<file path="config.mk">
export PLATFORM = sky130hd
export DESIGN_NAME = tbgd_fifo
export DESIGN_NICKNAME = d
export VERILOG_FILES = /design/src/rtl/assert_macros.svh /design/src/rtl/tbgd_fifo.sv
export SDC_FILE = /design/constraint.sdc
export NUM_CORES = 1
export LEC_CHECK = 0
export BUFFER_PORTS_ARGS = -buffer_cell sky130_fd_sc_hd__buf_2
export CAP_MARGIN = 20
export CORE_ASPECT_RATIO = 1.5
export CORE_UTILIZATION = 55
export CTS_BUF_LIST = sky130_fd_sc_hd__clkbuf_8
export DETAILED_ROUTE_END_ITERATION = 10
export GPL_TIMING_DRIVEN = 0
export MAX_ROUTING_LAYER = met4
export PLACE_DENSITY = 0.77
export SLEW_MARGIN = 20
export SYNTH_ARGS = -nofsm -noshare
export SYNTH_HDL_FRONTEND = slang
export SYNTH_SLANG_ARGS = --single-unit
</file>
<file path="constraint.sdc">
create_clock -name clk -period 6.4 [get_ports clk]
set_input_delay 0 -clock clk [delete_from_list [all_inputs] [get_ports clk]]
set_output_delay 0 -clock clk [all_outputs]
set_load 0.02 [all_outputs]
</file>
<file path="src/rtl/assert_macros.svh">
`ifndef ASSERT_MACROS_SVH
`define ASSERT_MACROS_SVH

// Same-cycle implication, sampled on clk and held off while rst_n is low.
`define ASSERT_IMPL(label, ante, cons, msg) \
  label: assert property (@(posedge clk) disable iff (!rst_n) (ante) |-> (cons)) \
    else $error(msg);

// Next-cycle implication, sampled on clk and held off while rst_n is low.
`define ASSERT_NEXT(label, ante, cons, msg) \
  label: assert property (@(posedge clk) disable iff (!rst_n) (ante) |=> (cons)) \
    else $error(msg);

`endif

</file>
<file path="src/rtl/tbgd_fifo.sv">
module tbgd_fifo #(
  parameter int WIDTH = 8,
  parameter int DEPTH = 4
) (
  input  logic                         clk,
  input  logic                         rst_n,
  input  logic                         push,
  input  logic [WIDTH-1:0]             push_data,
  output logic                         full,
  input  logic                         pop,
  output logic [WIDTH-1:0]             pop_data,
  output logic                         empty,
  output logic [$clog2(DEPTH+1)-1:0]   count
);

  localparam int PTR_W = (DEPTH > 1) ? $clog2(DEPTH) : 1;
  localparam int CNT_W = $clog2(DEPTH + 1);

  logic [WIDTH-1:0] mem_r [DEPTH];
  logic [PTR_W-1:0] wr_ptr_r, wr_ptr_nxt;
  logic [PTR_W-1:0] rd_ptr_r, rd_ptr_nxt;
  logic [CNT_W-1:0] count_r, count_nxt;
  logic             do_push, do_pop;

  assign full     = (count_r == CNT_W'(DEPTH));
  assign empty    = (count_r == '0);
  assign count    = count_r;
  assign pop_data = mem_r[rd_ptr_r];
  assign do_push  = push && !full;
  assign do_pop   = pop && !empty;

  always_comb begin
    wr_ptr_nxt = wr_ptr_r;
    rd_ptr_nxt = rd_ptr_r;
    count_nxt  = count_r;
    if (do_push) begin
      wr_ptr_nxt = (wr_ptr_r == PTR_W'(DEPTH - 1)) ? '0 : wr_ptr_r + 1'b1;
    end
    if (do_pop) begin
      rd_ptr_nxt = (rd_ptr_r == PTR_W'(DEPTH - 1)) ? '0 : rd_ptr_r + 1'b1;
    end
    if (do_push && !do_pop) begin
      count_nxt = count_r + 1'b1;
    end else if (do_pop && !do_push) begin
      count_nxt = count_r - 1'b1;
    end
  end

  always_ff @(posedge clk) begin
    if (!rst_n) begin
      wr_ptr_r <= '0;
      rd_ptr_r <= '0;
      count_r  <= '0;
    end else begin
      wr_ptr_r <= wr_ptr_nxt;
      rd_ptr_r <= rd_ptr_nxt;
      count_r  <= count_nxt;
    end
  end

  always_ff @(posedge clk) begin
    if (do_push) begin
      mem_r[wr_ptr_r] <= push_data;
    end
  end

endmodule

</file>
* Word level (Yosys, flattened, before mapping)
Memories as Yosys holds them, arrays and structs flattened. A register that Yosys moved wholly into a read port is not among the register bits. Cells that the tools add are included.
Operators by class: $add $sub $neg 4, equal/unequal tests 3, multiplexer cells 8, reductions and logical operators 10
Operators with widths (count):
- 2-bit two-way mux | 4
- 3-bit two-way mux | 2
- 2-bit by 1-bit adder with 2-bit output (second input constant) | 2
- 2-bit equality test (second input constant) | 2
- 1-bit logical AND | 4
- 1-bit logical NOT | 4
- 3-bit by 1-bit adder with 3-bit output (second input constant) | 1
- 3-bit equality test (second input constant) | 1
- 3-bit logical NOT | 1
- 3-bit by 1-bit subtractor with 3-bit output (second input constant) | 1
- 1-bit two-way mux | 2
- 2-bit nonzero test | 1
Word-level totals: register bits 7, RAM bits 32, input port bits 12, output and inout bits 13, memories 1
Memories:
- mem_r | depth 4, bits a word 8, rd ports 1, clocked after memory_dff 1, wr ports 1, RTL line tbgd_fifo.sv:19 | logic [WIDTH-1:0] mem_r [DEPTH];

* Logic depth before layout (Yosys ltp)
depth in word-level cells 7, gate-level depth with buffers 9, mapped depth without buffers 8

* Worst setup path before layout
OpenSTA, ideal clock, no wires.
path kind register -> register, start point register count_r[0], in the netlist count[0], end point register count_r[2], in the netlist count[2], library setup time 0.076 ns, arrival 2.146 ns, path slack 4.179 ns, cell stages (with the launch flop) 10, buffers on the path 1, period minus slack after synthesis 2.221 ns, cell sequence dfxtp_1 -> nor3b_2 -> nor2b_1 -> buf_2 -> ha_1 -> inv_1 -> fa_1 -> xor2_1 -> or3_1 -> a21boi_0
Between the ends: longest elaborated chain between the ends 6, elaborated cells between the ends (all ways) 15
RTL lines:
- start, declared | RTL line tbgd_fifo.sv:22 | logic [CNT_W-1:0] count_r, count_nxt;
- start signal, assigned | RTL line tbgd_fifo.sv:57 | count_r <= count_nxt;
- 3-bit equality test (*) | RTL line tbgd_fifo.sv:25 | assign full = (count_r == CNT_W'(DEPTH));
- net full | RTL line tbgd_fifo.sv:9 | output logic full,
- 1-bit logical NOT (*) | RTL line tbgd_fifo.sv:29 | assign do_push = push && !full;
- 1-bit logical AND (*) | RTL line tbgd_fifo.sv:29
- net do_push | RTL line tbgd_fifo.sv:23 | logic do_push, do_pop;
- 1-bit logical NOT | RTL line tbgd_fifo.sv:44 | end else if (do_pop && !do_push) begin
- 1-bit logical AND | RTL line tbgd_fifo.sv:44
- 2-bit nonzero test (no source line)
Mark *: on every way through the listed nets, which the timed path passes. The rest lies on a longest branch. The select of a mux whose other input is x is not followed. A chain may end at the register's enable or synchronous reset.

* Final worst setup path
start point register count_r[0], in the netlist count[0], end point register count_r[2], in the netlist count[2]
Between the ends: longest elaborated chain between the ends 6, elaborated cells between the ends (all ways) 15
RTL lines:
- parallel branches: the longest is 6 deep, another holds 3-bit by 1-bit subtractor with 3-bit output
Several ways; the timed one is not identified. The select of a mux whose other input is x is not followed.

==> reports/qor.txt <==
Placement Rows - 23
CTS Sinks - 41
DP HPWL - 1.62 mm
Overall die area - 0.00319 mm^2
Top delay family on crit path - compound AO/OA/AOI/OAI gates
Most common cell in the synthesized netlist - edfxtp_1
Via density - 5.11
Total GRT Usage - 20.2%
Unrepaired setup endpoints after global routing - false
Layout area overhead - 22.3%
Largest net degree at the start of global routing - 13
Top cells by area, synth - edfxtp_1 (59%), dfxtp_1 (11%), mux4_2 (11%)
Area of the core - 0.00273 mm^2
Min cycle time layout - 2.31 ns
Pwr Total - 0.000779 W
DRT antenna net count - 0
Max H-tree Level - 2
Critical path launch point type - register
Vias - 868
Status - finished clean
Crit path DAT - 2.53 ns
Yosys top cell area share - 58.9%
Final core occ - 72.9%
TritonRoute pass-1 iters - 4
Slew Viols, Final - 0
TritonCTS Buffers - 5
Final Setup Violations - 0
TritonCTS clock tree - yes
Crit. End Element - register
Top cells by count, synth - edfxtp_1 (32), dfxtp_1 (9), mux4_2 (8), ha_1 (6), nand2_1 (6)
Share of cells above drive strength 1 - 31.6%
Clock root buffer - clkbuf_8
Syn nets - 112
Rel. slew slack - 63.2%
Hold Vio Cnt, Final - 0
WP buf/inv - 1
Routed len/inst - 14.1 um
Initial Utilization - 59.6%
Yosys cell types - 23
Slowest stage delay, CP - 0.53 ns
Fmax - 432 MHz
Clk_lat worst skew - 0.29 ns
Worst-path clk slew - 0.07 ns
Syn. warnings - 0
Pleak - 0.754 nW
Syn Inst Count - 93
Gpl congestion - 0.682
Global-route wire length before repair - 3.96 mm
Peak VDD IR - 0.000246 V
Overflow after GRT - 0
Routed wire length - 2.39 mm
Worst slew pin tran - 0.548 ns
WS Path Type - register to register
Clock Tree Buf Depth - 2
I/O pin cnt - 25
Die W - 46.5 um
Setup TNS - 0 ns
Post-Syn Area - 0.00163 mm^2
Ys async rst share - 0%
Max-cap viol count - 0
Critical path, cell by cell - o31ai_1 > ha_1 > inv_1 > fa_1 > xor2_1 > or3_1 > a21boi_0
Cts repair resizes - 0
Final Cycle Share - 36.2%
# DRC - 0
Nets - 151
Port Buffers - 24
Top FF cell, synth - edfxtp_1
Placed cells - 154
Worst path slowest cell - o31ai_1
DRT iter0 DRCs - 18
Post-synth EDFFs - 32
Max FO, Critical Path - 6
Final Non-Filler Cells - 170
Initial antenna violation count - 0
PwrDens - 391 mW/mm^2
Die Ht - 68.7 um
Antenna Cells - 0
FF+latch count, synth - 41
Vias in the first global route - 918
Sequential share of the synthesized area - 70.0%
Largest area contributor in the netlist - edfxtp_1
Worst Hold Class - input port to register
Post-Syn Area per Cell - 17.5 um^2
Final setup skew - 0.00412 ns
CP Data Required Time - 6.62 ns
metal layers:
metal | GRT usage [%] | share of wire, % | wire length (um)
met1 | 19.5 | 39 | 939
met2 | 32.3 | 53 | 1280
met3 | 6.25 | 4.1 | 99
met4 | 15.4 | 3.0 | 72
met5 | - | 0 | 0
through the flow:
step                worst slack, ns  hold WS, ns  cell area, um^2
floorplan                      4.18       0.0989             1630
global placement               4.15        0.209             1800
detailed placement             4.05        0.217             1800
CTS                            4.06       0.0152             1990
global route                   3.89       0.0697             1990
finish                         4.09       0.0246             1990
tightest hold or removal path: cells and delay by family:
family	cells	cell delay (ns)
buffers and inverters	1	0.11
AOI/OAI and AO/OA	1	0.09
and+or+nand+nor	1	0.04
state kept, by name (all words and copies together) (netlist names), named ones only:
name and flops:
count 3, rd_ptr_r 2, wr_ptr_r 2, mem_r 32
final timing paths:
kind | slack (ns) | startpoint | cells past startpoint | endpoint
max | 4.09 | count[0] | 7 | count[2]
min | 0.02 | rst_n | 3 | rd_ptr_r[1]
max reg2reg | 4.09 | count[0] | 7 | count[2]
min reg2reg | 0.51 | wr_ptr_r[1] | 2 | wr_ptr_r[1]
layout make-up:
| cell class | count | area, um^2 |
|---|---|---|
| Multi-Input combinational cell | 45 | 460 |
| Inverter | 3 | 11.3 |
| Timing Repair Buffer | 32 | 200 |
| Sequential cell | 41 | 1140 |
| Tap cell | 37 | 46.3 |
| Fill cell | 186 | 741 |
| Clock inverter | 2 | 33.8 |
| Clock buffer | 6 | 82.6 |
| Buffer | 4 | 17.5 |
layout by cell type, fill, tap and decap left out:
master	n
ha_1	6
inv_1	4
buf_1	1
bufinv_16	1
and2_1	5
clkbuf_8	6
xnor2_1	1
clkbuf_1	1
mux4_2	8
buf_2	26
o31ai_1	1
xor2_1	1
edfxtp_1	32
o21ai_0	3
nor3b_2	1
or3_1	1
fa_1	1
nor2_1	2
nand2_1	6
dlygate4sd3_1	8
nor2b_1	2
a21boi_0	1
mux2i_1	3
nor3_1	1
dfxtp_1	9
nand3_1	2
logic make-up after synthesis:
kind of cell	count (synthesis)	share of synthesized area, %
multiplexers	11	12.9
AO/OA/AOI/OAI	5	1.84
adder cells (fa/ha/maj)	7	5.83
XOR/XNOR	2	1.07
buffers and inverters	7	1.76
flip-flops	41	70.0
AND/OR/NAND/NOR	20	6.60
power breakdown:
part / internal, W / leakage [nW] / switching [W] / total, W
clock network: 0.000125 / 0.0626 / 0.0000796 / 0.000205
registers: 0.000328 / 0.367 / 0.0000218 / 0.000350
logic: 0.000100 / 0.324 / 0.000124 / 0.000225
total: 0.000553 / 0.754 / 0.000226 / 0.000779
repair_timing:
action,CTS,global route
setup buffers,0,0
hold endpoints to repair,32,0
hold buffers,8,0
No activity file was read; power rests on OpenSTA's default activity.
