===== config.mk =====
export PLATFORM = sky130hd
export DESIGN_NAME = tbgd_front
export DESIGN_NICKNAME = d
export VERILOG_FILES = /design/src/rtl/assert_macros.svh /design/src/rtl/tbgd_pkg.sv /design/src/rtl/tbgd_front.sv
export SDC_FILE = /design/constraint.sdc
export NUM_CORES = 1
export LEC_CHECK = 0
export ABC_AREA = 1
export BUFFER_PORTS_ARGS = -buffer_cell sky130_fd_sc_hd__clkbuf_2
export CAP_MARGIN = 5
export CORE_ASPECT_RATIO = 1.2
export CORE_MARGIN = 2
export CORE_UTILIZATION = 40
export DETAILED_ROUTE_END_ITERATION = 6
export MAX_ROUTING_LAYER = met4
export PLACE_DENSITY = 0.68
export SETUP_SLACK_MARGIN = 0.05
export SLEW_MARGIN = 0
export SYNTH_ARGS = -nofsm -noshare
export SYNTH_HDL_FRONTEND = slang
export SYNTH_SLANG_ARGS = --single-unit
export TNS_END_PERCENT = 1

===== constraint.sdc =====
create_clock -name vclk -period 10.9
set_clock_uncertainty 0.1 [all_clocks]
set_input_delay 1.635 -clock vclk [all_inputs]
set_output_delay 1.635 -clock vclk [all_outputs]
set_load 0.005 [all_outputs]

===== src/rtl/assert_macros.svh =====
`ifndef ASSERT_MACROS_SVH
`define ASSERT_MACROS_SVH

// Same-cycle implication, sampled on clk and held off while rst_n is low.
`define ASSERT_IMPL(label, ante, cons, msg) \
  label: assert property (@(posedge clk) disable iff (!rst_n) (ante) |-> (cons)) \
    else $error(msg);

// Next-cycle implication, sampled on clk and held off while rst_n is low.
`define ASSERT_NEXT(label, ante, cons, msg) \
  label: assert property (@(posedge clk) disable iff (!rst_n) (ante) |=> (cons)) \
    else $error(msg);

`endif


===== src/rtl/tbgd_pkg.sv =====
package tbgd_pkg;

  localparam int SCORE_W = 16;
  localparam int DIST_W  = 16;
  localparam int ANGLE_W = 15;
  localparam int CELL_W  = 7;
  localparam int CTR_W   = 17;
  localparam int SIZE_W  = 17;
  localparam int DEG_W   = 16;
  localparam int PHASE_W = 16;
  localparam int SINE_W  = 16;
  localparam int DIFF_W  = 17;

  localparam int DEF_CELL_STRIDE = 4;
  localparam int DEF_GRID_DIM    = 128;

  localparam logic [SCORE_W-1:0] MIN_CONF_RESET = 16'd16384;

  // Radians (Q2.13) to phase units (65536 per turn) and to degrees (Q7.8), Q.14 scale.
  localparam logic [14:0] RAD_TO_PHASE = 15'd20861;
  localparam logic [14:0] RAD_TO_DEG   = 15'd29335;

  // Centers are built in units of 2^-21 pixel and reduced to Q13.4.
  localparam int CENTER_SHIFT = 21;
  localparam int REDUCE_SHIFT = 17;

  localparam int MID_DEPTH = 4;
  localparam int OUT_DEPTH = 8;

  // sin(k * pi / 128) in Q1.14, k = 0..64.
  localparam logic [14:0] QSINE [0:64] = '{
    15'd0,     15'd402,   15'd804,   15'd1205,  15'd1606,  15'd2006,  15'd2404,  15'd2801,
    15'd3196,  15'd3590,  15'd3981,  15'd4370,  15'd4756,  15'd5139,  15'd5520,  15'd5897,
    15'd6270,  15'd6640,  15'd7005,  15'd7366,  15'd7723,  15'd8076,  15'd8423,  15'd8765,
    15'd9102,  15'd9434,  15'd9760,  15'd10080, 15'd10394, 15'd10702, 15'd11003, 15'd11297,
    15'd11585, 15'd11866, 15'd12140, 15'd12406, 15'd12665, 15'd12916, 15'd13160, 15'd13395,
    15'd13623, 15'd13842, 15'd14053, 15'd14256, 15'd14449, 15'd14635, 15'd14811, 15'd14978,
    15'd15137, 15'd15286, 15'd15426, 15'd15557, 15'd15679, 15'd15791, 15'd15893, 15'd15986,
    15'd16069, 15'd16143, 15'd16207, 15'd16261, 15'd16305, 15'd16340, 15'd16364, 15'd16379,
    15'd16384
  };

  function automatic logic [14:0] qsine(input logic [6:0] idx);
    if (idx > 7'd64) begin
      return QSINE[64];
    end
    return QSINE[idx];
  endfunction

  // A kept cell after classification, queued for the geometry back end.
  typedef struct packed {
    logic [PHASE_W-1:0]        phase;
    logic signed [DEG_W-1:0]   angle_deg;
    logic signed [DIFF_W-1:0]  diff_x;     // dist_right - dist_left
    logic signed [DIFF_W-1:0]  diff_y;     // dist_bottom - dist_top
    logic [CELL_W-1:0]         cell_row;
    logic [CELL_W-1:0]         cell_col;
    logic [SIZE_W-1:0]         box_width;
    logic [SIZE_W-1:0]         box_height;
    logic [SCORE_W-1:0]        score;
  } mid_t;

  typedef struct packed {
    logic signed [CTR_W-1:0]   center_x;
    logic signed [CTR_W-1:0]   center_y;
    logic [SIZE_W-1:0]         box_width;
    logic [SIZE_W-1:0]         box_height;
    logic signed [DEG_W-1:0]   angle_deg;
    logic [SCORE_W-1:0]        box_score;
  } result_t;

endpackage


===== src/rtl/tbgd_front.sv =====
module tbgd_front #(
  parameter int GRID_DIM = tbgd_pkg::DEF_GRID_DIM
) (
  input  logic [tbgd_pkg::SCORE_W-1:0]        min_confidence,
  input  logic [tbgd_pkg::SCORE_W-1:0]        score,
  input  logic [tbgd_pkg::DIST_W-1:0]         dist_top,
  input  logic [tbgd_pkg::DIST_W-1:0]         dist_right,
  input  logic [tbgd_pkg::DIST_W-1:0]         dist_bottom,
  input  logic [tbgd_pkg::DIST_W-1:0]         dist_left,
  input  logic signed [tbgd_pkg::ANGLE_W-1:0] angle_rad,
  input  logic [tbgd_pkg::CELL_W-1:0]         cell_row,
  input  logic [tbgd_pkg::CELL_W-1:0]         cell_col,
  output logic                                keep,
  output tbgd_pkg::mid_t                      item
);

  logic        neg;
  logic [14:0] mag;
  logic [29:0] phase_prod;
  logic [29:0] deg_prod;
  logic [15:0] phase_mag;
  logic [15:0] deg_mag;

  // Sign and magnitude of the angle; the most negative code maps to 2 rad, like the rest.
  assign neg = angle_rad[tbgd_pkg::ANGLE_W-1];
  assign mag = neg ? 15'(16'h8000 - {1'b0, $unsigned(angle_rad)}) : $unsigned(angle_rad);

  assign phase_prod = 30'(mag) * 30'(tbgd_pkg::RAD_TO_PHASE) + 30'd8192;
  assign deg_prod   = 30'(mag) * 30'(tbgd_pkg::RAD_TO_DEG) + 30'd8192;
  assign phase_mag  = phase_prod[29:14];
  assign deg_mag    = deg_prod[29:14];

  assign keep = (score >= min_confidence) &&
                (int'(cell_row) < GRID_DIM) &&
                (int'(cell_col) < GRID_DIM);

  always_comb begin
    item.phase      = neg ? (16'd0 - phase_mag) : phase_mag;
    // The output angle is the negated input angle.
    item.angle_deg  = neg ? $signed(deg_mag) : $signed(16'd0 - deg_mag);
    item.diff_x     = $signed({1'b0, dist_right}) - $signed({1'b0, dist_left});
    item.diff_y     = $signed({1'b0, dist_bottom}) - $signed({1'b0, dist_top});
    item.cell_row   = cell_row;
    item.cell_col   = cell_col;
    item.box_width  = 17'(dist_right) + 17'(dist_left);
    item.box_height = 17'(dist_top) + 17'(dist_bottom);
    item.score      = score;
  end

endmodule


# Yosys cells after proc, flatten, opt, wreduce, memory -nomap -nowiden
# Cells that the tools add are included.
[classes]
n_mul = 2
muxes = 3
addsub = 9
n_lt_le_gt_ge = 1
[ops]
columns = ["operator", "n"]
rows = [
  ["$add A30 B14 Y30 const B", 2],
  ["$mul A15 B15 Y30 const B", 2],
  ["$add A16 B16 Y17", 2],
  ["$sub A16 B16 Y17", 2],
  ["$mux W16", 2],
  ["$sub A1 B16 Y16 const A", 2],
  ["$ge A16 B16 Y1", 1],
  ["$mux W15", 1],
  ["$sub A1 B15 Y15 const A", 1],
]
[totals]
register_bits = 0
output_inout_bits = 131
in_bits = 125
word_cells = 15

# Logic depth before layout (Yosys ltp)
[logic_depth]
ltp_word = 6
mapped_depth = 43

# Least setup slack after synthesis
# Ideal clock, no wire load.
[synth_timing]
path_type = "input to output"
from = "input port angle_rad[0] in the netlist's numbering"
to = "output port item[112] in the netlist's numbering"
stages = 36
required_time_ns = 9.165
path_slack_ns = 0.716
arrival_time_ns = 8.449
cell_sequence = "inv_1 > ha_1 > inv_1 > nor2_1 > nand3_1 > nor3_2 > nand3_1 > nor4_1 > inv_1 > fa_1 > inv_1 > ha_1 > ha_1 > inv_1 > fa_1 > fa_1 > fa_1 > inv_1 > ha_1 > nand2_1 > nor2_2 > inv_2 > nor2_2 > nand2_1 > nand2_1 > nand2_1 > nand2_2 > ha_1 > nand3_1 > nor2_1 > nand2_1 > nand2_2 > nand3_2 > nor2_1 > nor2_1 > nor2_1"
[synth_lines]
columns = ["element", "line_no", "rtl"]
rows = [
  ["start: declaration", "tbgd_front.sv:10", "input logic signed [tbgd_pkg::ANGLE_W-1:0] angle_rad,"],
  ["end: declaration", "tbgd_front.sv:14", "output tbgd_pkg::mid_t item"],
]

==> impl_metrics.env <==
export IMPL_grt_max_degree=25
export IMPL_setup_violations_final=0
export IMPL_status="complete, no violations"
export IMPL_rsz0062_at_grt="no"
export IMPL_regArea_um2=0
export IMPL_maxSlewHeadroom_pct=60.23
export IMPL_place_gp_congestion=0.9494
export IMPL_critPathCaptureType="output pin"
export IMPL_nClkBuffers=0
export IMPL_avgRoutedWirePerCell_um=14.24
export IMPL_viasPerCell=4.916
export IMPL_dieArea_um2=36340
export IMPL_worstPathRequired_ns=9.17
export IMPL_synth_fp_nets=2605
export IMPL_critPathKind="input pin to output pin"
export IMPL_drt_first_pass_iters=5
export IMPL_critPathMaxFanout=7
export IMPL_fin_hold_ws_ns=3.170
export IMPL_fmax_mhz=96.74
export IMPL_ctsResizeCount=0
export IMPL_vias=13170
export IMPL_timing_critical_path_from="angle_rad[0]"
export IMPL_mostFrequentLayoutCells="inv_1 (471), nand2_1 (418), ha_1 (324)"
export IMPL_antenna_found_initial=0
export IMPL_hold_buffers=0
export IMPL_route_met2_wl_um=19190
export IMPL_ys_types=46
export IMPL_routed_top_layer="met4"
export IMPL_drc=0
export IMPL_drv_slew=0
export IMPL_final_common_cell="inv_1"
export IMPL_max_stage_delay_ns=0.55
export IMPL_drive_gt1_share_pct=13.86
export IMPL_setup_tns_ns=0
export IMPL_finalCriticalPeriod_ns=10.34
export IMPL_synth_cells=2035
export IMPL_crit_arrival_ns=8.60
export IMPL_first_global_vias=13490
export IMPL_initial_core_util_pct=40.77
export IMPL_hold_violations=0
export IMPL_met1Wirelength_um=16500
export IMPL_crit_end="item[124]"
export IMPL_final_antenna_net_count=0
export IMPL_fp_dieW_um=174.4
export IMPL_ys_warnings_count=0
export IMPL_numPortBuffers=228
export IMPL_drv_cap=0
export IMPL_tightest_slew_ns=0.5958
export IMPL_n_fill_cell=3568
export IMPL_netlist_area_um2=13930
export IMPL_core_area_um2=34170
export IMPL_grt_pass1_wl_um=63570
export IMPL_hpwl_um=34890
export IMPL_area_growth_pct=10.82
export IMPL_num_rows=74
export IMPL_die_h_um=208.4
export IMPL_ios=256
export IMPL_post_cts_buffers=0
export IMPL_grt_usage_pct=21.62
export IMPL_cp_slowest_cell="fa_1"
export IMPL_wl_met3_um=1610
export IMPL_fin_crit_sh_pct=94.84
export IMPL_yosysSeqAreaShare_pct=0
export IMPL_avgSynthCellArea_um2=6.845
export IMPL_cp_start_kind="input pin"
export IMPL_nets=2795
export IMPL_drtIter0Drc=624
export IMPL_seq_cells=0
export IMPL_antenna_cells=0
export IMPL_grt_ovfl_total=0
export IMPL_min_delay_path_class="input pin to output pin"
export IMPL_final_util_pct=45.18
export IMPL_drt_wl_total_um=38150
## cell families after synthesis
family                     share of synthesized area (%)
and+or+nand+nor                                    22.27
buffers and inverters                              15.45
adders and majority gates                          46.49
AOI/OAI and AO/OA                                  9.261
xor gates and xnor gates                           6.530
## worst min-delay path by stage
stage / start / end / slack, ns / depth (start not counted)
detailed placement: cell_col[0] / item[50] / 3.17 / 0
floorplan: score[0] / item[0] / 3.25 / 1
global placement: cell_col[0] / item[50] / 3.17 / 0
global route: cell_col[4] / item[54] / 3.17 / 0
finish: cell_col[4] / item[54] / 3.17 / 0
CTS: cell_col[0] / item[50] / 3.17 / 0
## area by class of cell
type	count	area (um^2)	area share, %
Timing Repair Buffer	243	1254	8.122
Inverter	484	1817	11.77
Tap cell	456	570.5	3.696
Multi-Input combinational cell	1496	11800	76.41
## per-stage QoR
| step | instance area (um^2) | std cells | worst slack, ns |
|---|---|---|---|
| after global placement | 15420 | 2679 | 0.6317 |
| after floorplan | 13930 | 2035 | 0.7163 |
| after global routing | 15440 | 2679 | 0.08454 |
| after detailed placement | 15420 | 2679 | 0.4910 |
| after CTS | 15420 | 2679 | 0.4512 |
| final | 15440 | 2679 | 0.5629 |
## Yosys cell counts (4+ instances only)
cell type	number	area share (%)
a21o_1	9	0.49
a21oi_1	113	4.1
a31oi_1	4	0.18
buf_2	7	0.25
buf_4	32	1.7
clkbuf_1	15	0.40
fa_1	121	17
ha_1	324	29
inv_1	471	13
inv_2	13	0.35
nand2_1	418	11
nand2_2	16	0.72
nand3_1	81	2.9
nand3b_1	9	0.49
nand4_1	23	1.0
nor2_1	124	3.3
nor2_2	13	0.58
nor3_1	16	0.57
nor3_2	6	0.43
o21ai_0	34	1.2
o21ai_1	20	0.72
o21bai_1	22	1.2
xnor2_1	11	0.69
xor2_1	91	5.7
## worst max-delay path, delay by kind of cell
kind	cells	cell delay, ns
AO/OA/AOI/OAI	1	0.12
XOR/XNOR	2	0.37
AND/OR/NAND/NOR	15	1.80
adder cells (fa/ha/maj)	9	3.69
buffers and inverters	10	0.97
## metal layers
layer,up-vias,track usage (%)
met4,0,3.680
li1,6707,-
met3,52,1.480
met1,6069,26.20
met2,342,39.64
met5,-,-
Power is not shown: default switching activity piles up to over one toggle a cycle in this logic, so the estimate is an artifact.
