$ cat config.mk
export PLATFORM = sky130hd
export DESIGN_NAME = tbgd_back
export DESIGN_NICKNAME = d
export VERILOG_FILES = /design/src/rtl/assert_macros.svh /design/src/rtl/tbgd_pkg.sv /design/src/rtl/tbgd_back.sv
export SDC_FILE = /design/constraint.sdc
export NUM_CORES = 2
export LEC_CHECK = 0
export ABC_AREA = 1
export BUFFER_PORTS_ARGS = -buffer_cell sky130_fd_sc_hd__clkbuf_2
export CAP_MARGIN = 20
export CORE_MARGIN = 2
export CORE_UTILIZATION = 60
export DETAILED_ROUTE_END_ITERATION = 12
export PLACE_DENSITY = 0.79
export SYNTH_ARGS = -nofsm -noshare
export SYNTH_HDL_FRONTEND = slang
export SYNTH_SLANG_ARGS = --single-unit
export TNS_END_PERCENT = 20
$ cat constraint.sdc
create_clock -name clk -period 7.2 [get_ports clk]
set_input_delay 0 -clock clk [delete_from_list [all_inputs] [get_ports clk]]
set_output_delay 0 -clock clk [all_outputs]
set_load 0.05 [all_outputs]
$ cat src/rtl/assert_macros.svh
`ifndef ASSERT_MACROS_SVH
`define ASSERT_MACROS_SVH

// Same-cycle implication, sampled on clk and held off while rst_n is low.
`define ASSERT_IMPL(label, ante, cons, msg) \
  label: assert property (@(posedge clk) disable iff (!rst_n) (ante) |-> (cons)) \
    else $error(msg);

// Next-cycle implication, sampled on clk and held off while rst_n is low.
`define ASSERT_NEXT(label, ante, cons, msg) \
  label: assert property (@(posedge clk) disable iff (!rst_n) (ante) |=> (cons)) \
    else $error(msg);

`endif

$ cat src/rtl/tbgd_pkg.sv
package tbgd_pkg;

  localparam int SCORE_W = 16;
  localparam int DIST_W  = 16;
  localparam int ANGLE_W = 15;
  localparam int CELL_W  = 7;
  localparam int CTR_W   = 17;
  localparam int SIZE_W  = 17;
  localparam int DEG_W   = 16;
  localparam int PHASE_W = 16;
  localparam int SINE_W  = 16;
  localparam int DIFF_W  = 17;

  localparam int DEF_CELL_STRIDE = 4;
  localparam int DEF_GRID_DIM    = 128;

  localparam logic [SCORE_W-1:0] MIN_CONF_RESET = 16'd16384;

  // Radians (Q2.13) to phase units (65536 per turn) and to degrees (Q7.8), Q.14 scale.
  localparam logic [14:0] RAD_TO_PHASE = 15'd20861;
  localparam logic [14:0] RAD_TO_DEG   = 15'd29335;

  // Centers are built in units of 2^-21 pixel and reduced to Q13.4.
  localparam int CENTER_SHIFT = 21;
  localparam int REDUCE_SHIFT = 17;

  localparam int MID_DEPTH = 4;
  localparam int OUT_DEPTH = 8;

  // sin(k * pi / 128) in Q1.14, k = 0..64.
  localparam logic [14:0] QSINE [0:64] = '{
    15'd0,     15'd402,   15'd804,   15'd1205,  15'd1606,  15'd2006,  15'd2404,  15'd2801,
    15'd3196,  15'd3590,  15'd3981,  15'd4370,  15'd4756,  15'd5139,  15'd5520,  15'd5897,
    15'd6270,  15'd6640,  15'd7005,  15'd7366,  15'd7723,  15'd8076,  15'd8423,  15'd8765,
    15'd9102,  15'd9434,  15'd9760,  15'd10080, 15'd10394, 15'd10702, 15'd11003, 15'd11297,
    15'd11585, 15'd11866, 15'd12140, 15'd12406, 15'd12665, 15'd12916, 15'd13160, 15'd13395,
    15'd13623, 15'd13842, 15'd14053, 15'd14256, 15'd14449, 15'd14635, 15'd14811, 15'd14978,
    15'd15137, 15'd15286, 15'd15426, 15'd15557, 15'd15679, 15'd15791, 15'd15893, 15'd15986,
    15'd16069, 15'd16143, 15'd16207, 15'd16261, 15'd16305, 15'd16340, 15'd16364, 15'd16379,
    15'd16384
  };

  function automatic logic [14:0] qsine(input logic [6:0] idx);
    if (idx > 7'd64) begin
      return QSINE[64];
    end
    return QSINE[idx];
  endfunction

  // A kept cell after classification, queued for the geometry back end.
  typedef struct packed {
    logic [PHASE_W-1:0]        phase;
    logic signed [DEG_W-1:0]   angle_deg;
    logic signed [DIFF_W-1:0]  diff_x;     // dist_right - dist_left
    logic signed [DIFF_W-1:0]  diff_y;     // dist_bottom - dist_top
    logic [CELL_W-1:0]         cell_row;
    logic [CELL_W-1:0]         cell_col;
    logic [SIZE_W-1:0]         box_width;
    logic [SIZE_W-1:0]         box_height;
    logic [SCORE_W-1:0]        score;
  } mid_t;

  typedef struct packed {
    logic signed [CTR_W-1:0]   center_x;
    logic signed [CTR_W-1:0]   center_y;
    logic [SIZE_W-1:0]         box_width;
    logic [SIZE_W-1:0]         box_height;
    logic signed [DEG_W-1:0]   angle_deg;
    logic [SCORE_W-1:0]        box_score;
  } result_t;

endpackage

$ cat src/rtl/tbgd_back.sv
module tbgd_back #(
  parameter int CELL_STRIDE = tbgd_pkg::DEF_CELL_STRIDE,
  parameter int OUT_DEPTH   = tbgd_pkg::OUT_DEPTH
) (
  input  logic                               clk,
  input  logic                               rst_n,
  input  logic                               mid_empty,
  input  tbgd_pkg::mid_t                     mid_item,
  output logic                               mid_pop,
  input  logic [$clog2(OUT_DEPTH+1)-1:0]     out_count,
  output logic                               out_push,
  output tbgd_pkg::result_t                  out_item
);

  localparam int CNT_W  = $clog2(OUT_DEPTH + 1);
  localparam int OX_W   = $clog2(((1 << tbgd_pkg::CELL_W) - 1) * CELL_STRIDE + 1);
  localparam int BASE_W = OX_W + tbgd_pkg::CENTER_SHIFT + 1;
  localparam int PROD_W = tbgd_pkg::SINE_W + tbgd_pkg::DIFF_W;
  localparam int SUM_W  = ((BASE_W > PROD_W) ? BASE_W : PROD_W) + 2;
  localparam int SHR_W  = SUM_W - tbgd_pkg::REDUCE_SHIFT;

  localparam logic signed [SHR_W-1:0] Q_MIN = SHR_W'(-65536);
  localparam logic signed [SHR_W-1:0] Q_MAX = SHR_W'(65535);

  // Table entries around one quarter-wave point, with the quadrant sign.
  typedef struct packed {
    logic        neg;
    logic [14:0] lo;
    logic [8:0]  diff;
    logic [7:0]  frac;
  } fold_t;

  function automatic fold_t fold(input logic [tbgd_pkg::PHASE_W-1:0] ph);
    fold_t       f;
    logic [14:0] arg;
    logic [6:0]  idx;
    logic [14:0] hi;
    arg    = ph[14] ? 15'(15'd16384 - {1'b0, ph[13:0]}) : {1'b0, ph[13:0]};
    idx    = arg[14:8];
    f.lo   = tbgd_pkg::qsine(idx);
    hi     = (idx >= 7'd64) ? tbgd_pkg::qsine(7'd64) : tbgd_pkg::qsine(idx + 7'd1);
    f.diff = 9'(hi - f.lo);
    f.frac = arg[7:0];
    f.neg  = ph[15];
    return f;
  endfunction

  function automatic logic signed [tbgd_pkg::SINE_W-1:0] interp(input fold_t f);
    logic [17:0] prod;
    logic [14:0] v;
    prod = 18'(f.diff) * 18'(f.frac) + 18'd128;
    v    = f.lo + 15'(prod[17:8]);
    return f.neg ? $signed(16'd0 - 16'(v)) : $signed(16'(v));
  endfunction

  function automatic logic signed [tbgd_pkg::CTR_W-1:0] reduce(
    input logic signed [SUM_W-1:0] v
  );
    logic signed [SHR_W-1:0] q;
    q = $signed(v[SUM_W-1:tbgd_pkg::REDUCE_SHIFT]);
    if (q < Q_MIN) begin
      return tbgd_pkg::CTR_W'(Q_MIN);
    end else if (q > Q_MAX) begin
      return tbgd_pkg::CTR_W'(Q_MAX);
    end
    return tbgd_pkg::CTR_W'(q);
  endfunction

  // Stage A: quarter-wave table reads.
  logic                      a_vld_r;
  tbgd_pkg::mid_t            a_item_r;
  fold_t                     a_sin_r, a_cos_r;
  // Stage B: sine and cosine.
  logic                      b_vld_r;
  tbgd_pkg::mid_t            b_item_r;
  logic signed [tbgd_pkg::SINE_W-1:0] b_sin_r, b_cos_r;
  // Stage C: rotated products.
  logic                      c_vld_r;
  tbgd_pkg::mid_t            c_item_r;
  logic signed [PROD_W-1:0]  c_cdx_r, c_sdy_r, c_cdy_r, c_sdx_r;

  logic [CNT_W:0]            reserved;
  logic [tbgd_pkg::PHASE_W-1:0] cos_phase;
  logic [OX_W-1:0]           ox, oy;
  logic signed [SUM_W-1:0]   base_x, base_y, sum_x, sum_y;

  // Output slots already taken or promised to items still in the pipeline.
  assign reserved = {1'b0, out_count} + (CNT_W + 1)'(a_vld_r) + (CNT_W + 1)'(b_vld_r) +
                    (CNT_W + 1)'(c_vld_r);
  assign mid_pop  = !mid_empty && (reserved < (CNT_W + 1)'(OUT_DEPTH));

  assign cos_phase = mid_item.phase + 16'd16384;

  always_ff @(posedge clk) begin
    if (!rst_n) begin
      a_vld_r <= 1'b0;
      b_vld_r <= 1'b0;
      c_vld_r <= 1'b0;
    end else begin
      a_vld_r <= mid_pop;
      b_vld_r <= a_vld_r;
      c_vld_r <= b_vld_r;
    end
  end

  always_ff @(posedge clk) begin
    a_item_r <= mid_item;
    a_sin_r  <= fold(mid_item.phase);
    a_cos_r  <= fold(cos_phase);
    b_item_r <= a_item_r;
    b_sin_r  <= interp(a_sin_r);
    b_cos_r  <= interp(a_cos_r);
    c_item_r <= b_item_r;
    c_cdx_r  <= b_cos_r * b_item_r.diff_x;
    c_sdy_r  <= b_sin_r * b_item_r.diff_y;
    c_cdy_r  <= b_cos_r * b_item_r.diff_y;
    c_sdx_r  <= b_sin_r * b_item_r.diff_x;
  end

  // Stage D: cell offset plus rotated distances, then reduce and saturate.
  assign ox = OX_W'(c_item_r.cell_col * CELL_STRIDE);
  assign oy = OX_W'(c_item_r.cell_row * CELL_STRIDE);
  // The half-step rounding constant sits below the offset bits.
  assign base_x = $signed(SUM_W'({ox, 21'd65536}));
  assign base_y = $signed(SUM_W'({oy, 21'd65536}));
  assign sum_x  = base_x + c_cdx_r + c_sdy_r;
  assign sum_y  = base_y + c_cdy_r - c_sdx_r;

  assign out_push = c_vld_r;

  always_comb begin
    out_item.center_x   = reduce(sum_x);
    out_item.center_y   = reduce(sum_y);
    out_item.box_width  = c_item_r.box_width;
    out_item.box_height = c_item_r.box_height;
    out_item.angle_deg  = c_item_r.angle_deg;
    out_item.box_score  = c_item_r.score;
  end

endmodule

## After elaboration in Yosys (flattened, before gate mapping)

Memory sizes are Yosys's and may differ from the RTL's.
Cells that the tools add are included.

- Bits in registers: 541
- Bits in latches: 0
- Memory bits (writable): 0
- Bits in read-only memories: 7680
- Input port bits: 137
- Output and inout bits: 102
- Word-level logic and storage cells: 128
- Memories kept: 4

- $add $sub $neg: 20
- $mul: 6
- Div/mod/pow operators: 0
- Order comparisons: 15
- Eq/ne operators: 0
- Shifts and indexed selects: 0
- Multiplexer cells: 36
- Bitwise gates (word level): 4
- Reductions and logical operators: 2

Memories:

| name | words | width | rd ports | clocked after memory_dff | write ports | RTL line | source |
|---|---|---|---|---|---|---|---|
| (no name shown) | 128 | 15 | 1 | 0 | 0 | tbgd_pkg.sv:47 | `return QSINE[idx];` |
| (no name shown) | 128 | 15 | 1 | 0 | 0 | tbgd_pkg.sv:47 |  |
| (no name shown) | 128 | 15 | 1 | 0 | 0 | tbgd_pkg.sv:47 |  |
| (no name shown) | 128 | 15 | 1 | 0 | 0 | tbgd_pkg.sv:47 |  |

Operator list:

| operator | count |
|---|---|
| 2-to-1 mux 15 bit | 12 |
| multiplier 16 x 17 -> 33 bit | 4 |
| 2-to-1 mux 17 bit | 6 |
| 2-to-1 mux 9 bit | 10 |
| adder 31 x 33 -> 34 bit | 2 |
| adder 17 x 8 -> 18 bit (second input constant) | 2 |
| > comparator 18 x 17 -> 1 bit (second input constant) | 2 |
| < comparator 18 x 17 -> 1 bit (second input constant) | 2 |
| adder 34 x 33 -> 35 bit | 1 |
| subtractor 34 x 33 -> 35 bit | 1 |
| multiplier 9 x 8 -> 17 bit | 2 |
| >= comparator 8 bit (second input constant) | 4 |
| inverter 7 -> 8 bit | 4 |
| subtractor 1 x 15 -> 16 bit (first input constant) | 2 |
| adder 15 x 10 -> 15 bit | 2 |
| subtractor 15 x 14 -> 15 bit (first input constant) | 2 |
| > comparator 7 bit (second input constant) | 4 |
| subtractor 9 bit | 2 |
| adder 16 x 15 -> 16 bit (second input constant) | 1 |
| adder 7 x 1 -> 7 bit (second input constant) | 2 |
| >= comparator 7 bit (second input constant) | 2 |
| adder 5 x 1 -> 5 bit | 2 |
| 2-to-1 mux 1 bit | 8 |
| adder 4 x 1 -> 5 bit | 1 |
| 3 further kinds | 3 |

## Longest topological paths before layout

- Word-level depth: 11
- Depth in mapped cells: 37
- Gate-level depth less buffers: 36

## Worst setup path before layout

Ideal clock, no wire load.

- Path type: register to register
- Start: reg b_sin_r[1] (netlist bit)
- End: reg c_sdx_r[32]
- Arrival time: 5.687 ns
- Required time: 7.083 ns
- Slack: 1.396 ns
- Stages on the path, launching flop included: 27
- Path buffers: 2
- Clock period less this slack: 5.804 ns
- Cells stage by stage: dfxtp_1 > clkbuf_1 > clkbuf_1 > nand2_1 > fa_1 > inv_1 > fa_1 > inv_1 > fa_1 > fa_1 > inv_1 > fa_1 > inv_1 > fa_1 > inv_1 > ha_1 > a21oi_1 > o21ai_0 > a21oi_1 > o21ai_0 > a21o_1 > nand2_1 > nand2_1 > a21oi_1 > nor2_1 > o21bai_1 > nand2_1

- Word-level cells in the longest chain between the ends: 1

Ends and longest elaborated chain:

| element | RTL line | source |
|---|---|---|
| from (decl) | tbgd_back.sv:76 | `logic signed [tbgd_pkg::SINE_W-1:0] b_sin_r, b_cos_r;` |
| from (signal assigned) | tbgd_back.sv:111 | `b_sin_r <= interp(a_sin_r);` |
| multiplier 16 x 17 -> 33 bit | tbgd_back.sv:117 | `c_sdx_r <= b_sin_r * b_item_r.diff_x;` |
| to (signal assigned) | tbgd_back.sv:117 |  |
| to (decl) | tbgd_back.sv:80 | `logic signed [PROD_W-1:0] c_cdx_r, c_sdy_r, c_cdy_r, c_sdx_r;` |

Every way passes these cells.
A chain may end at the register's enable or synchronous reset.

## Worst setup path after layout

- Start: reg b_cos_r[1] (netlist bit)
- End: reg c_cdy_r[28]

- Word-level cells in the longest chain between the ends: 1

Ends and longest elaborated chain:

| element | RTL line | source |
|---|---|---|
| from (decl) | tbgd_back.sv:76 |  |
| from (signal assigned) | tbgd_back.sv:112 | `b_cos_r <= interp(a_cos_r);` |
| multiplier 16 x 17 -> 33 bit | tbgd_back.sv:116 | `c_cdy_r <= b_cos_r * b_item_r.diff_y;` |
| to (signal assigned) | tbgd_back.sv:116 |  |
| to (decl) | tbgd_back.sv:80 |  |

Every way passes these cells.

==> results.sh <==
export IMPL_synth_cell_types=57
export IMPL_setup_violations=0
export IMPL_cts_sinks=540
export IMPL_clock_latency_ns=0.71
export IMPL_period_share=0.920
export IMPL_finalSetupTns_ns=0
export IMPL_synth_area_top_cells="fa_1, dfxtp_1, inv_1, nand2_1, ha_1"
export IMPL_rows=125
export IMPL_syn_nets=10600
export IMPL_synth_edf_count=0
export IMPL_layout_drive_gt1_share=0.0593
export IMPL_synth_seq_cells=540
export IMPL_register_area_um2=10800
export IMPL_ioPinCount=239
export IMPL_h_tree_depth=2
export IMPL_worstPathMaxFanout=15
export IMPL_hold_violations=0
export IMPL_fin_cells=10600
export IMPL_cts_path_max_buffers=3
export IMPL_cts_tree="built"
export IMPL_multi_input_area_um2=49500
export IMPL_vias=56900
export IMPL_ys_flop_type="dfxtp_1"
export IMPL_drc=0
export IMPL_critPathArrivalTime_ns=7.19
export IMPL_drt_iter0_markers=4667
export IMPL_synth_common_cells="inv_1, nand2_1, fa_1"
export IMPL_overflow=0
export IMPL_start_util=0.603
export IMPL_nFillCells=9356
export IMPL_synth_top_area_frac=0.345
export IMPL_path_clk_slew_ns=0.07
export IMPL_die_width_um=345
export IMPL_grt_pass1_vias=59600
export IMPL_fin_crit_ns=6.62
export IMPL_dpl_cell_count=10300
export IMPL_synth_top_area_cell="fa_1"
export IMPL_hpwlAfterDp_mm=148
export IMPL_grt_pass1_wl_mm=303
export IMPL_area_delta_synth_final_pct=10.8
export IMPL_syn_area_per_cell_um2=8.04
export IMPL_ant_nets=0
export IMPL_numPortBuffers=238
export IMPL_cap_violations=0
export IMPL_fmax_ghz=0.151
export IMPL_syn_area_um2=69900
export IMPL_synthArstFlopShare=0
export IMPL_place_gp_congestion=0.954
export IMPL_worstSetupStartpointType="register"
export IMPL_hold_path_class="in2reg"
export IMPL_slew_violations=0
export IMPL_critPathCaptureType="register"
export IMPL_antenna_found_initial=2
export IMPL_grt_usage=0.315
export IMPL_fin_nets=11000
export IMPL_rsz0062_at_grt="false"
export IMPL_crit_required_ns=7.77
export IMPL_wl_mm=184
export IMPL_crit_type="reg2reg"
export IMPL_post_drt_via_cell_ratio=5.35
export IMPL_cts_buffers=57
export IMPL_dr_pass1_iters=9
export IMPL_seq_area_frac_synth=0.155
export IMPL_yosysMostFrequentCell="inv_1"
export IMPL_core_area_um2=116000
export IMPL_root_buffer="clkbuf_16"
export IMPL_dieArea_um2=119000
export IMPL_status="complete, no violations"
export IMPL_wl_per_cell_um=17.3
export IMPL_finClkSkew_ns=0.0742
export IMPL_grt_max_degree=40
export IMPL_ys_warn_count=0
export IMPL_max_slew_worst_pin_slew_ns=1.13
export IMPL_relSlewSlack=0.248
export IMPL_chipHeight_um=345
export IMPL_syn_inst=8697
==> flip-flops by register name (all words and copies together), names as in the netlist <==
register / cells
b_cos_r: 16
c_item_r: 14
out_item: 66
b_sin_r: 16
out_push: 1
c_cdy_r: 33
b_vld_r: 1
b_item_r: 114
c_sdx_r: 33
a_vld_r: 1
a_item_r: 114
c_cdx_r: 33
c_sdy_r: 33
a_cos_r: 33
a_sin_r: 32
==> cell families (layout without fill, tap and decap cells) <==
group | after synthesis | count (layout) | synth area share
AOI/OAI and AO/OA | 798 | 798 | 0.0640
xor gates and xnor gates | 266 | 266 | 0.0337
adders and majority gates | 1809 | 1809 | 0.453
buffers and inverters | 2545 | 2961 | 0.138
DFF | 540 | 540 | 0.155
other | 0 | 4 | 0
and+or+nand+nor | 2739 | 2739 | 0.157
==> through the flow <==
stage	hold WS [ns]	setup slack (ns)	instance area, um2	util
2_1_floorplan	0.0277	1.40	69900	-
3_3_place_gp	0.102	0.813	72800	0.628
3_5_place_dp	0.104	0.634	72800	0.628
4_1_cts	0.0422	0.606	77400	0.668
5_1_grt	0.0628	0.0792	77400	0.668
6_report	0.0733	0.579	77400	0.668
==> placed cells by master, fill, tap and decap left out, drive strengths merged, types with 19 or more instances in the layout <==
| cell type | synthesis | final |
|---|---|---|
| o211ai | 31 | 31 |
| clkinv | 1 | 19 |
| buf | 67 | 129 |
| inv | 2227 | 2236 |
| xnor2 | 107 | 107 |
| a21oi | 321 | 321 |
| nor3 | 37 | 37 |
| dfxtp | 540 | 540 |
| dlygate4sd3 | 0 | 260 |
| a21o | 27 | 27 |
| ha | 604 | 604 |
| nand2 | 2106 | 2106 |
| clkbuf | 250 | 307 |
| xor2 | 159 | 159 |
| nand3 | 216 | 216 |
| nor2 | 307 | 307 |
| a31oi | 25 | 25 |
| nand4 | 36 | 36 |
| o21bai | 19 | 19 |
| o21ai | 299 | 299 |
| fa | 1205 | 1205 |
==> final timing paths <==
check                              end  slack (ns)            startpoint  cells past startpoint
setup / recovery   c_cdy_r[28]$_DFF_P_        0.58    b_cos_r[1]$_DFF_P_                     24
hold / removal     a_sin_r[32]$_DFF_P_        0.07         mid_item[129]                      2
setup reg to reg   c_cdy_r[28]$_DFF_P_        0.58    b_cos_r[1]$_DFF_P_                     24
hold reg to reg   out_item[40]$_DFF_P_        0.29  b_item_r[24]$_DFF_P_                      0
==> metal layers <==
layer  up-vias  track usage  share of wire
li1      26300            -              -
met1     27700        0.397           0.39
met2      2316        0.543           0.49
met3       552       0.0392          0.068
met4         0        0.141          0.051
met5         -            0              0
==> area by class of cell <==
cell class | count | share of cell area
multi-input combinational | 5612 | 0.639
antenna | 4 | 0.000129
clock inverter | 37 | 0.00651
clock buffer | 69 | 0.0195
tap | 1524 | 0.0246
inverter | 2228 | 0.108
sequential | 540 | 0.140
timing repair buffer | 627 | 0.0626
==> timing repair <==
item	CTS	global route
endpoints found under the setup margin	0	1
hold buffers	260	0
endpoints found under the hold margin	145	0
resized for setup	0	2
buffers inserted	0	0
==> worst max-delay path: stages, from the launching register on <==
cell      delay (ns)
dfxtp_1         0.76
buf_4           0.35
nand2_1         0.11
fa_1            0.58
inv_1           0.06
fa_1            0.54
inv_1           0.05
fa_1            0.50
inv_1           0.05
fa_1            0.57
inv_1           0.07
fa_1            0.49
inv_1           0.05
fa_1            0.43
ha_1            0.43
nand2_1         0.08
nand2_1         0.10
a21oi_1         0.06
o21bai_1        0.20
o21ai_0         0.28
nand2_1         0.11
o21ai_0         0.33
nand3_1         0.15
nand3_1         0.11
nand2_1         0.06
Power is not shown: default switching activity piles up to over one toggle a cycle in this logic, so the estimate is an artifact.
